<file path="config.mk">
export PLATFORM = sky130hd
export DESIGN_NAME = bmhpq_cell
export DESIGN_NICKNAME = d
export VERILOG_FILES = /design/src/rtl/core/bmhpq_pkg.sv /design/src/rtl/core/bmhpq_cell.sv
export SDC_FILE = /design/constraint.sdc
export NUM_CORES = 1
export LEC_CHECK = 0
export BUFFER_PORTS_ARGS = -buffer_cell sky130_fd_sc_hd__buf_2
export CORE_MARGIN = 2
export CORE_UTILIZATION = 35
export DETAILED_ROUTE_END_ITERATION = 6
export GPL_TIMING_DRIVEN = 1
export PLACE_DENSITY = 0.55
export SYNTH_ARGS = -nofsm -noshare
export SYNTH_HDL_FRONTEND = slang
export SYNTH_SLANG_ARGS = --single-unit
export TNS_END_PERCENT = 1
</file>
<file path="constraint.sdc">
create_clock -name clk_i -period 7.3 [get_ports clk_i]
set_input_delay 1.095 -clock clk_i [delete_from_list [all_inputs] [get_ports clk_i]]
set_output_delay 1.095 -clock clk_i [all_outputs]
set_load 0.05 [all_outputs]
</file>
<file path="src/rtl/core/bmhpq_pkg.sv">
`timescale 1ns / 1ps

package bmhpq_pkg;

  localparam int unsigned STATUS_BITS = 2;

  localparam logic REQ_INSERT = 1'b0;
  localparam logic REQ_REMOVE = 1'b1;

  typedef enum logic [STATUS_BITS-1:0] {
    ST_OK    = 2'd0,
    ST_EMPTY = 2'd1,
    ST_FULL  = 2'd2
  } status_e;

  // control part of the request that walks down the level chain
  typedef struct packed {
    logic vld;
    logic rmv;
    logic shift;
  } hop_ctl_t;

endpackage

</file>
<file path="src/rtl/core/bmhpq_cell.sv">
`timescale 1ns / 1ps

module bmhpq_cell #(
  parameter int unsigned LVL           = 0,
  parameter int unsigned HEAP_DEPTH    = 64,
  parameter int unsigned VALUE_BITS    = 32,
  parameter int unsigned PRIORITY_BITS = 16,
  localparam int unsigned CW = $clog2(HEAP_DEPTH + 1),
  localparam int unsigned EW = VALUE_BITS + PRIORITY_BITS,
  localparam int unsigned LW = $clog2(CW)
) (
  input  logic                clk_i,
  input  logic                rst_ni,
  input  bmhpq_pkg::hop_ctl_t up_ctl_i,
  input  logic [CW-1:0]       up_node_i,
  input  logic [EW-1:0]       up_ent_i,
  output bmhpq_pkg::hop_ctl_t dn_ctl_o,
  output logic [CW-1:0]       dn_node_o,
  output logic [EW-1:0]       dn_ent_o,
  input  logic                wb_vld_i,
  input  logic [CW-1:0]       wb_node_i,
  input  logic [EW-1:0]       wb_ent_i,
  output logic                wb_vld_o,
  output logic [CW-1:0]       wb_node_o,
  output logic [EW-1:0]       wb_ent_o,
  input  logic                peek_vld_i,
  input  logic [CW-1:0]       peek_node_i,
  output logic [EW-1:0]       rd_lo_o,
  output logic [EW-1:0]       rd_hi_o,
  input  logic [CW-1:0]       count_i,
  input  logic [CW-1:0]       leaf_node_i,
  input  logic [LW-1:0]       leaf_lvl_i,
  output logic                fin_o
);
  import bmhpq_pkg::*;

  localparam int unsigned AW = (LVL >= 2) ? LVL - 1 : 1;
  localparam int unsigned TOP_NODE =
      (((2 ** (LVL + 1)) - 1) < HEAP_DEPTH) ? (2 ** (LVL + 1)) - 1 : HEAP_DEPTH;
  localparam int unsigned NROWS_USED = ((TOP_NODE >> 1) & ((2 ** AW) - 1)) + 1;
  localparam int unsigned NROWS = (NROWS_USED < 2) ? 2 : NROWS_USED;
  localparam int unsigned RAW = $clog2(NROWS);
  localparam bit LAST = (LVL == CW - 1);

  // sibling pairs: even node in lo, odd node in hi
  logic [EW-1:0] mem_lo [NROWS];
  logic [EW-1:0] mem_hi [NROWS];

  logic [EW-1:0] rd_lo_q, rd_hi_q;
  logic          tok_vld_q, tok_rmv_q, tok_shift_q;
  logic [CW-1:0] tok_node_q;
  logic [EW-1:0] tok_ent_q;

  logic [RAW-1:0]           raddr;
  logic [EW-1:0]            cur_ent;
  logic [PRIORITY_BITS-1:0] car_pri, cur_pri, lo_pri, hi_pri, best_pri;
  logic                     is_leaf, take;
  logic                     l_ok, r_ok, l_win, r_win, pick;
  logic [CW-1:0]            c_node;
  logic [LW-1:0]            shamt;
  logic                     ins_act, rm_act;
  logic                     own_we;
  logic [CW-1:0]            own_node;
  logic                     we;
  logic [CW-1:0]            wnode;
  logic [EW-1:0]            wdata;

  assign raddr = peek_vld_i ? peek_node_i[RAW:1] : up_node_i[RAW:1];

  always_ff @(posedge clk_i) begin
    rd_lo_q <= mem_lo[raddr];
    rd_hi_q <= mem_hi[raddr];
    if (we) begin
      if (wnode[0]) begin
        mem_hi[wnode[RAW:1]] <= wdata;
      end else begin
        mem_lo[wnode[RAW:1]] <= wdata;
      end
    end
  end

  always_ff @(posedge clk_i or negedge rst_ni) begin
    if (!rst_ni) begin
      tok_vld_q   <= 1'b0;
      tok_rmv_q   <= 1'b0;
      tok_shift_q <= 1'b0;
      tok_node_q  <= '0;
      tok_ent_q   <= '0;
    end else begin
      tok_vld_q <= up_ctl_i.vld;
      if (up_ctl_i.vld) begin
        tok_rmv_q   <= up_ctl_i.rmv;
        tok_shift_q <= up_ctl_i.shift;
        tok_node_q  <= up_node_i;
        tok_ent_q   <= up_ent_i;
      end
    end
  end

  assign ins_act  = tok_vld_q & ~tok_rmv_q;
  assign rm_act   = tok_vld_q & tok_rmv_q;

  assign cur_ent  = tok_node_q[0] ? rd_hi_q : rd_lo_q;
  assign car_pri  = tok_ent_q[PRIORITY_BITS-1:0];
  assign cur_pri  = cur_ent[PRIORITY_BITS-1:0];
  assign lo_pri   = rd_lo_q[PRIORITY_BITS-1:0];
  assign hi_pri   = rd_hi_q[PRIORITY_BITS-1:0];

  // insert: walk the path to the new leaf, shift the rest down once placed
  assign is_leaf  = (leaf_lvl_i == LW'(LVL));
  assign take     = tok_shift_q | (car_pri < cur_pri);
  assign shamt    = leaf_lvl_i - LW'(LVL + 1);

  // remove: the token node is the left child of the hole
  assign l_ok     = (tok_node_q <= count_i);
  assign r_ok     = ((tok_node_q | CW'(1)) <= count_i);
  assign l_win    = l_ok & (lo_pri < car_pri);
  assign best_pri = l_win ? lo_pri : car_pri;
  assign r_win    = r_ok & (hi_pri < best_pri);
  assign pick     = l_win | r_win;
  assign c_node   = r_win ? (tok_node_q | CW'(1)) : tok_node_q;

  assign own_we   = (ins_act & (is_leaf | take)) | (rm_act & pick & LAST);
  assign own_node = tok_rmv_q ? c_node : tok_node_q;

  assign we    = wb_vld_i | own_we;
  assign wnode = wb_vld_i ? wb_node_i : own_node;
  assign wdata = wb_vld_i ? wb_ent_i : tok_ent_q;

  always_comb begin
    dn_ctl_o  = '0;
    dn_node_o = '0;
    dn_ent_o  = tok_ent_q;
    if (ins_act && !is_leaf) begin
      dn_ctl_o.vld   = 1'b1;
      dn_ctl_o.shift = take;
      dn_node_o      = leaf_node_i >> shamt;
      dn_ent_o       = take ? cur_ent : tok_ent_q;
    end else if (rm_act && pick && !LAST) begin
      dn_ctl_o.vld = 1'b1;
      dn_ctl_o.rmv = 1'b1;
      dn_node_o    = {c_node[CW-2:0], 1'b0};
    end
  end

  assign wb_vld_o  = rm_act;
  assign wb_node_o = tok_node_q >> 1;
  assign wb_ent_o  = pick ? (r_win ? rd_hi_q : rd_lo_q) : tok_ent_q;

  assign fin_o = (ins_act & is_leaf) | (rm_act & (~pick | LAST));

  assign rd_lo_o = rd_lo_q;
  assign rd_hi_o = rd_hi_q;

endmodule

</file>
==> impl_metrics.toml, run 1 <==
[route]
vias = 10200
routedWlPerCell_um = 20.4
drt_wl_total_mm = 42.6
drtPass1Iterations = 5
remaining_drc_errors = 0
viasPerCell = 4.88
drt_iter0_drc = 465
postRouteAntennaNets = 0

[hold_path]
hold_path.class = "flip-flop to flip-flop"

[die]
fp-row-count = 76
initial_utilization_pct = 35.5
coreArea_sq_um = 43200
die_w_um = 213
die_h_um = 213
die_area_sq_um = 45500
io_pins = 352

[clock_tree]
ctsHoldBuffers = 0
numCtsBuffers = 39
clockBufferDepth = 3
cts_sinks = 346
cts_resized = 0
cts_htree_levels = 2
clk_latency_ns = 0.54
cts_tree = "yes"
clock_tree.root_cell = "clkbuf_16"
postCtsSetupRepairBufs = 0
cts.reportedPaths.clkPinSlew_ns = 0.06

[critical_path]
cp-start-kind = "input port"
crit_required_ns = 6.20
cp_max_fo = 27
crit_path_end_kind = "output pin"
path_class = "input port to output pin"
arrival_ns = 5.56

[place]
postPlaceCellArea_sq_um = 17700
hpwlAfterDp_mm = 29.0
place_congestion = 0.833
port_buffers = 339

[sta]
worst_pin_slew_ns = 1.03
hold_viol_final = 0
period_minus_slack_ns = 6.66
fin_setup_tns_ns = 0
rsz0062_at_grt = "no"
slew_headroom_pct = 31.5
finalSetupViolations = 0
post-route-period-util_pct = 91.2
skew_ns = 0.00826
fmaxAchievable_mhz = 150
slew_viol_final = 0

[global_route]
antenna_found_initial = 9
grtUsageTotal_pct = 18.4
grt.overflow.total = 0
grt_pass1_vias = 10400
grt_max_degree = 70
grt_first_pass_wirelength_mm = 62.2

[power_and_ir_drop]
p_sw_share_pct = 33.9
powerDensity_nw_per_um2 = 328
clock_power_share_pct = 34.8
power_frac_seq_pct = 37.0
p_int_uw = 4160
ir_drop_uv = 229
leakage_uw = 0.00800
p_comb_share_pct = 28.2
p_sw_uw = 2130

[synthesis]
synth_top_area_share_pct = 37.6
synth_cells = 1133
syn_area_sq_um = 15300
ys_seq_elements = 346
synth_area_leaders = "edfxtp_1 (38%), mux2_2 (17%), dfxtp_1 (13%)"
synth_nets = 1329
synth_most_common_cell = "mux2_2"
yosys.area.top_type = "edfxtp_1"
async_flop_share_pct = 16.8
synth-main-ff-cell = "edfxtp_1"
synth_commonest_cells = "mux2_2 (231), edfxtp_1 (192), dfxtp_1 (96), mux2i_1 (81), a21oi_1 (75)"
ys_types = 43
synth_edf_count = 192
ys_warn_count = 0
ys_seq_area_share_pct = 59.6
synth_area_per_cell_sq_um = 13.5

[flow_run]
max_cap_viol_count = 0

[finish]
design_area_sq_um = 19200
drive_above_1_share_pct = 44.3
area_growth_pct = 25.1
nFillCells = 4059
nNetsFinal = 1665

[status]
status = "finished, final reports clean"
final timing paths:
kind	startpoint	end	slack [ns]	depth (start not counted)
min	mem_lo[0][23]	rd_lo_o[23]	0.47	1
max reg2reg	tok_node_q[0]	mem_lo[0][25]	2.58	12
min reg2reg	mem_lo[0][23]	rd_lo_o[23]	0.47	1
min in group asynchronous	rst_ni	tok_ent_q[9]	0.74	1
max in group asynchronous	rst_ni	tok_node_q[0]	5.80	1
max	count_i[6]	wb_ent_o[30]	0.64	20
cells in the final DEF (no fill, tap or decap), types with 5 or more instances in the layout:
cell type	synthesis	routed
buf_2	1	336
mux2_2	231	231
edfxtp_1	192	192
dfxtp_1	96	96
mux2i_1	81	80
a21oi_1	75	70
nor2_1	60	59
dfrtp_1	58	57
nand2_1	56	56
ha_1	55	55
inv_1	48	48
o21ai_0	44	44
clkbuf_16	0	42
buf_4	12	19
bufinv_16	0	8
nand4_1	7	7
a211oi_1	7	7
a21o_1	8	7
clkbuf_8	0	7
clkbuf_1	30	7
diode_2	0	6
nand2b_1	6	6
mux2_1	6	6
a21oi_4	0	5
o22ai_1	5	5
power groups by stage:
stage | Clock [uW] | Sequential [uW] | Combinational [uW]
floorplan | 0 | 2510 | 1170
global placement | 0 | 2370 | 1780
detailed placement | 0 | 2370 | 1790
CTS | 2250 | 2330 | 1790
global route | 2330 | 2350 | 1890
finish | 2190 | 2330 | 1780
metal layers:
metal	global-route usage, %	share of wire [%]
met1	24.2	44
met2	30.1	47
met3	4.10	6.0
met4	5.91	2.6
met5	0	0.082
metrics by stage:
stage,instances,hold slack [ns],utilization [%],setup WS [ns],total power (uW)
3_5_place_dp,2013,0.454,41.0,0.639,4160
3_3_place_gp,2013,0.450,41.0,0.707,4150
5_1_grt,2088,0.469,44.4,0.402,6560
2_1_floorplan,1133,0.448,-,1.16,3690
4_1_cts,2084,0.469,44.4,0.626,6380
6_report,2090,0.465,44.4,0.643,6300
layout make-up:
cell class / instances / area [sq um] / area share [%]
flip-flops and latches: 346 / 9140 / 47.7
multi-input cells: 677 / 5770 / 30.1
repair buffers: 357 / 1860 / 9.73
clock buffers: 56 / 1170 / 6.12
well taps: 585 / 732 / 3.82
clock inverters: 15 / 289 / 1.51
inverters: 48 / 180 / 0.940
diodes: 6 / 15.0 / 0.0783
flip-flops by register name, summed over array words and instances (netlist names):
name,count
mem_hi,96
tok_rmv_q,1
tok_node_q,7
mem_lo,96
rd_hi_o,48
tok_ent_q,48
tok_vld_q,1
rd_lo_o,48
tok_shift_q,1
logic make-up after synthesis:
group	after synthesis	synth area share [%]
other	1	0.0245
DFF	346	59.6
adders and majority gates	55	4.49
AOI/OAI and AO/OA	157	5.84
buffers and inverters	110	3.19
muxes	318	22.7
xor gates and xnor gates	1	0.0572
and+or+nand+nor	145	4.03
worst max-delay path: stages:
cell and delay (ns):
buf_2 0.08, inv_1 0.04, ha_1 0.30, a21oi_1 0.13
o21ai_0 0.14, o2bb2ai_1 0.44, o211ai_1 0.25, a21oi_4 0.17
buf_4 0.29, mux2i_1 0.28, ha_1 0.28, a21o_1 0.16
a21o_1 0.17, a21oi_1 0.19, and3_1 0.20, a21oi_1 0.10
a211oi_4 0.35, buf_12 0.26, mux2_2 0.37, buf_2 0.21
No activity file was read; power rests on OpenSTA's default activity.
==> inputs of run 2 (changes only) <==
CORE_UTILIZATION = 34   (was 35)
PLACE_DENSITY = 0.54   (was 0.55)
RECOVER_POWER = 100   (was default)
==> impl_metrics.toml, run 2 (same netlist as run 1, synthesis figures left out) <==
[critical_path]
r2r-end = "mem_lo[1][30]"
crit_required_ns = 6.20
r2r_start = "tok_node_q[0]"
cp_max_fo = 23
cp-start-kind = "input port"
crit_chain = "buf_2, inv_1, ha_1, a21oi_1, o21ai_0, o2bb2ai_1, o211ai_1, a21oi_4, buf_12, mux2i_1, ha_1, a21o_1, a21o_1, a21oi_1, o211ai_1, a211oi_4, buf_12, mux2i_1, clkbuf_1"
crit_path_start = "count_i[6]"
crit_slowest_cell = "clkbuf_1"
path_class = "input port to output pin"
reg2reg_depth = 11
path_buf_inv = 5
arrival_ns = 5.73
critPathTopFamily = "compound AO/OA/AOI/OAI gates"
critPathCapture = "wb_ent_o[6]"
slowest_delay_ns = 0.53
r2r_setup_slack_ns = 2.08
critical_path_depth = 19
crit_path_end_kind = "output pin"

[die]
io_pins = 352
die_w_um = 216
coreArea_sq_um = 44300
fp-row-count = 77
die_h_um = 216
initial_utilization_pct = 34.6
die_area_sq_um = 46800

[place]
postPlaceCellArea_sq_um = 17700
place_congestion = 0.874
hpwlAfterDp_mm = 28.8
port_buffers = 339

[finish]
multi_input_area_sq_um = 5760
final-seq-area_sq_um = 9140
area_growth_pct = 22.1
nFillCells = 4314
final_common_cell = "clkbuf_1"
fin_util_pct = 42.2
nNetsFinal = 1665
drive_above_1_share_pct = 29.0
design_area_sq_um = 18700
final_cell_mix = "clkbuf_1 (203), mux2_2 (198), edfxtp_1 (192), buf_2 (150), dfxtp_1 (96)"

[global_route]
grt_first_pass_wirelength_mm = 64.6
grt.overflow.total = 0
grtUsageTotal_pct = 18.2
grt_max_degree = 70
antenna_found_initial = 8
grt_pass1_vias = 10700

[clock_tree]
clockBufferDepth = 3
clk_latency_ns = 0.55
cts_htree_levels = 2
ctsHoldBuffers = 0
cts_sinks = 346
numCtsBuffers = 40
cts.reportedPaths.clkPinSlew_ns = 0.06
postCtsSetupRepairBufs = 0
cts_tree = "yes"
clock_tree.root_cell = "clkbuf_16"
cts_resized = 0

[route]
postRouteAntennaNets = 0
viasPerCell = 4.89
vias = 10200
drt_wl_total_mm = 43.4
drt_iter0_drc = 445
drtPass1Iterations = 4
remaining_drc_errors = 0
routedWlPerCell_um = 20.7

[power_and_ir_drop]
ir_drop_uv = 163
p_total_uw = 5990
leakage_uw = 0.00737
powerDensity_nw_per_um2 = 320

[sta]
period_minus_slack_ns = 6.82
worst_pin_slew_ns = 4.42
fin_setup_tns_ns = 0
post-route-period-util_pct = 93.4
fmaxAchievable_mhz = 147
slew_headroom_pct = -194
slew_viol_final = 396
finalSetupViolations = 0
rsz0062_at_grt = "no"
hold_viol_final = 0
skew_ns = 0.0156

[status]
violations = "max-capacitance violations, max-slew violations"
status = "finished, violations left"

[hold_path]
hold_path.class = "flip-flop to flip-flop"

[flow_run]
max_cap_viol_count = 7
==> run 2: cell types whose count changed in the layout (fill, tap and decap cells not counted), sizes merged <==
cell / change
buf: -199
inv: -1
bufinv: -7
clkbuf: +202
clkinv: +9
clkinvlp: -2
diode: -5
==> run 2: worst register-to-register path: stages (launching register included) <==
cell      delay, ns
dfrtp_4        0.40
buf_4          0.84
mux2i_1        0.37
ha_1           0.31
a21oi_1        0.14
o21ai_0        0.15
a221oi_1       0.50
a21oi_1        0.18
a31oi_1        0.31
nand2_1        0.19
a21oi_2        0.90
clkbuf_2       0.56
==> run 2: per-stage QoR <==
stage	cells	hold WS (ns)	worst slack [ns]
floorplan	1133	0.448	1.16
global placement	2019	0.449	0.607
detailed placement	2019	0.456	0.616
CTS	2093	0.469	0.614
global route	2094	0.477	0.207
finish	2094	0.467	0.479
==> run 2: report_power, final <==
group | total (uW) | internal [uW] | switching (uW)
Clock | 1910 | 1130 | 785
Sequential | 2340 | 2240 | 99.8
Combinational | 1740 | 480 | 1260
Total | 5990 | 3840 | 2140
==> run 2: area by class of cell <==
class,instances,share of cell area (%)
Timing Repair Buffer,356,8.66
Antenna cell,1,0.0134
Clock inverter,14,0.602
Multi-Input combinational cell,677,30.8
Tap cell,592,3.96
Sequential cell,346,48.9
Clock buffer,60,6.14
Inverter,48,0.963
==> run 2: layer usage <==
metal,vias up,global-route usage [%],share of wire (%)
li1,4824,-,-
met4,12,5.75,2.2
met1,5068,24.1,46
met5,-,0,0.17
met2,271,30.0,47
met3,64,3.69,5.2
==> run 2: worst min path at each step <==
stage                        startpoint           to  cells after the start
after floorplan           mem_hi[0][46]  rd_hi_o[46]                      1
after global placement    mem_hi[0][47]  rd_hi_o[47]                      1
after detailed placement  mem_lo[0][47]  rd_lo_o[47]                      1
after CTS                 mem_hi[1][32]  rd_hi_o[32]                      1
after global routing       mem_lo[0][1]   rd_lo_o[1]                      1
final                     mem_hi[0][36]  rd_hi_o[36]                      1
==> inputs of run 3 (changes only) <==
ABC_CLOCK_PERIOD_IN_PS = 7300   (was default)
CORE_MARGIN = 3   (was 2)
CORE_UTILIZATION = 49   (was 34)
PLACE_DENSITY = 0.73   (was 0.54)
==> impl_metrics.toml, run 3 (same netlist as run 1, synthesis figures left out) <==
[place]
dp_slack_ns = 0.662
place_inst = 1819
hpwlAfterDp_mm = 25.6
place_congestion = 0.876
port_buffers = 339

[global_route]
grt.overflow.total = 0
antenna_found_initial = 2
grt_max_degree = 80
grt_pass1_vias = 10400
grtUsageTotal_pct = 22.5
grt_first_pass_wirelength_mm = 58.8

[power_and_ir_drop]
leakage_uw = 0.00739
ir_drop_uv = 212
powerDensity_nw_per_um2 = 320

[critical_path]
r2r_setup_slack_ns = 1.09
crit_required_ns = 6.20
crit_path_end_kind = "output pin"
reg2reg_depth = 11
path_class = "input port to output pin"
r2r_start = "tok_node_q[0]"
cp_max_fo = 14
cp-start-kind = "input port"
crit_path_start = "count_i[6]"
arrival_ns = 5.77

[sta]
fmaxAchievable_mhz = 146
hold_viol_final = 0
fin_hold_ws_ns = 0.455
slew_headroom_pct = -203
fin_ws_ns = 0.435
skew_ns = 0.0218
period_minus_slack_ns = 6.87
slew_viol_final = 358
fin_setup_tns_ns = 0
finalSetupViolations = 0
worst_pin_slew_ns = 4.54
post-route-period-util_pct = 94.0
rsz0062_at_grt = "no"

[clock_tree]
cts.reportedPaths.clkPinSlew_ns = 0.06
clockBufferDepth = 3
clk_latency_ns = 0.51
cts_resized = 0
cts_sinks = 346
cts_htree_levels = 2
ctsHoldBuffers = 0
numCtsBuffers = 36
postCtsSetupRepairBufs = 0
clock_tree.root_cell = "clkbuf_16"
cts_tree = "yes"

[route]
drtPass1Iterations = 5
met3WireLength_mm = 2.43
drt_wl_total_mm = 38.9
routedWlPerCell_um = 20.6
drt_iter0_drc = 531
remaining_drc_errors = 0
met2WireLength_mm = 19.1
viasPerCell = 5.48
wl_met1_mm = 16.4
vias = 10300
postRouteAntennaNets = 0
dr.max_layer_used = "met5"

[die]
coreArea_sq_um = 30700
die_h_um = 183
fp-row-count = 64
io_pins = 352
die_w_um = 183
die_area_sq_um = 33400
initial_utilization_pct = 50.0

[finish]
drive_above_1_share_pct = 30.8
nNetsFinal = 1657
final_common_cell = "mux2_2"
final_cell_mix = "mux2_2 (197), edfxtp_1 (192), clkbuf_1 (167), buf_2 (153), dfxtp_1 (96)"
final_cells = 1886
area_growth_pct = 19.8
nFillCells = 2535
fin_util_pct = 59.9

[hold_path]
hold_path.class = "flip-flop to flip-flop"
holdCritStartpoint = "mem_hi[0][4]"
whs_path_depth = 1

[status]
status = "finished, violations left"
violations = "max-capacitance violations, max-slew violations"

[flow_run]
max_cap_viol_count = 6
## run 3: report_power, final
group | switching [uW] | internal (uW) | total [uW]
Sequential | 98.9 | 2240 | 2330
Clock | 739 | 1080 | 1810
Combinational | 1240 | 490 | 1730
## run 3: worst paths after layout
kind / endpoint
max reg2reg: mem_hi[0][4]
min: rd_hi_o[4]
max: wb_ent_o[1]
min reg2reg: rd_hi_o[4]
min in group asynchronous: tok_ent_q[20]
max in group asynchronous: tok_node_q[0]
## run 3: per-stage QoR
step | area [sq um] | power [uW]
after global routing | 18400 | 6100
after global placement | 17400 | 4100
after CTS | 18600 | 5950
after floorplan | 15300 | 3690
final | 18400 | 5880
after detailed placement | 17400 | 4120
## run 3: layout make-up
| cell class | instances | area [sq um] | area share, % |
|---|---|---|---|
| timing repair buffer | 352 | 1610 | 8.74 |
| clock inverter | 15 | 170 | 0.927 |
| antenna | 2 | 5.00 | 0.0273 |
| tap | 396 | 495 | 2.70 |
| sequential | 346 | 9140 | 49.8 |
| multi-input combinational | 677 | 5760 | 31.4 |
| inverter | 48 | 180 | 0.981 |
| clock buffer | 50 | 1000 | 5.47 |
## run 3: metal layers
layer / vias up / global-route usage (%)
met5: - / 0
met4: 2 / 7.08
met3: 79 / 3.41
met2: 380 / 38.7
met1: 5064 / 29.6
li1: 4801 / -
## run 3: worst max-delay path, cell delays in order
cell and delay, ns:
buf_2 0.08, inv_1 0.04, ha_1 0.30, a21oi_1 0.14, o21ai_0 0.14, o2bb2ai_1 0.34, o211ai_1 0.24, a21oi_4 0.17
clkbuf_2 0.45, mux2i_1 0.29, ha_1 0.28, a21o_1 0.16, a21o_1 0.18, a21oi_1 0.19, and3_1 0.20, a21oi_1 0.10
a211oi_4 0.30, buf_4 0.33, mux2i_1 0.37, clkbuf_2 0.34
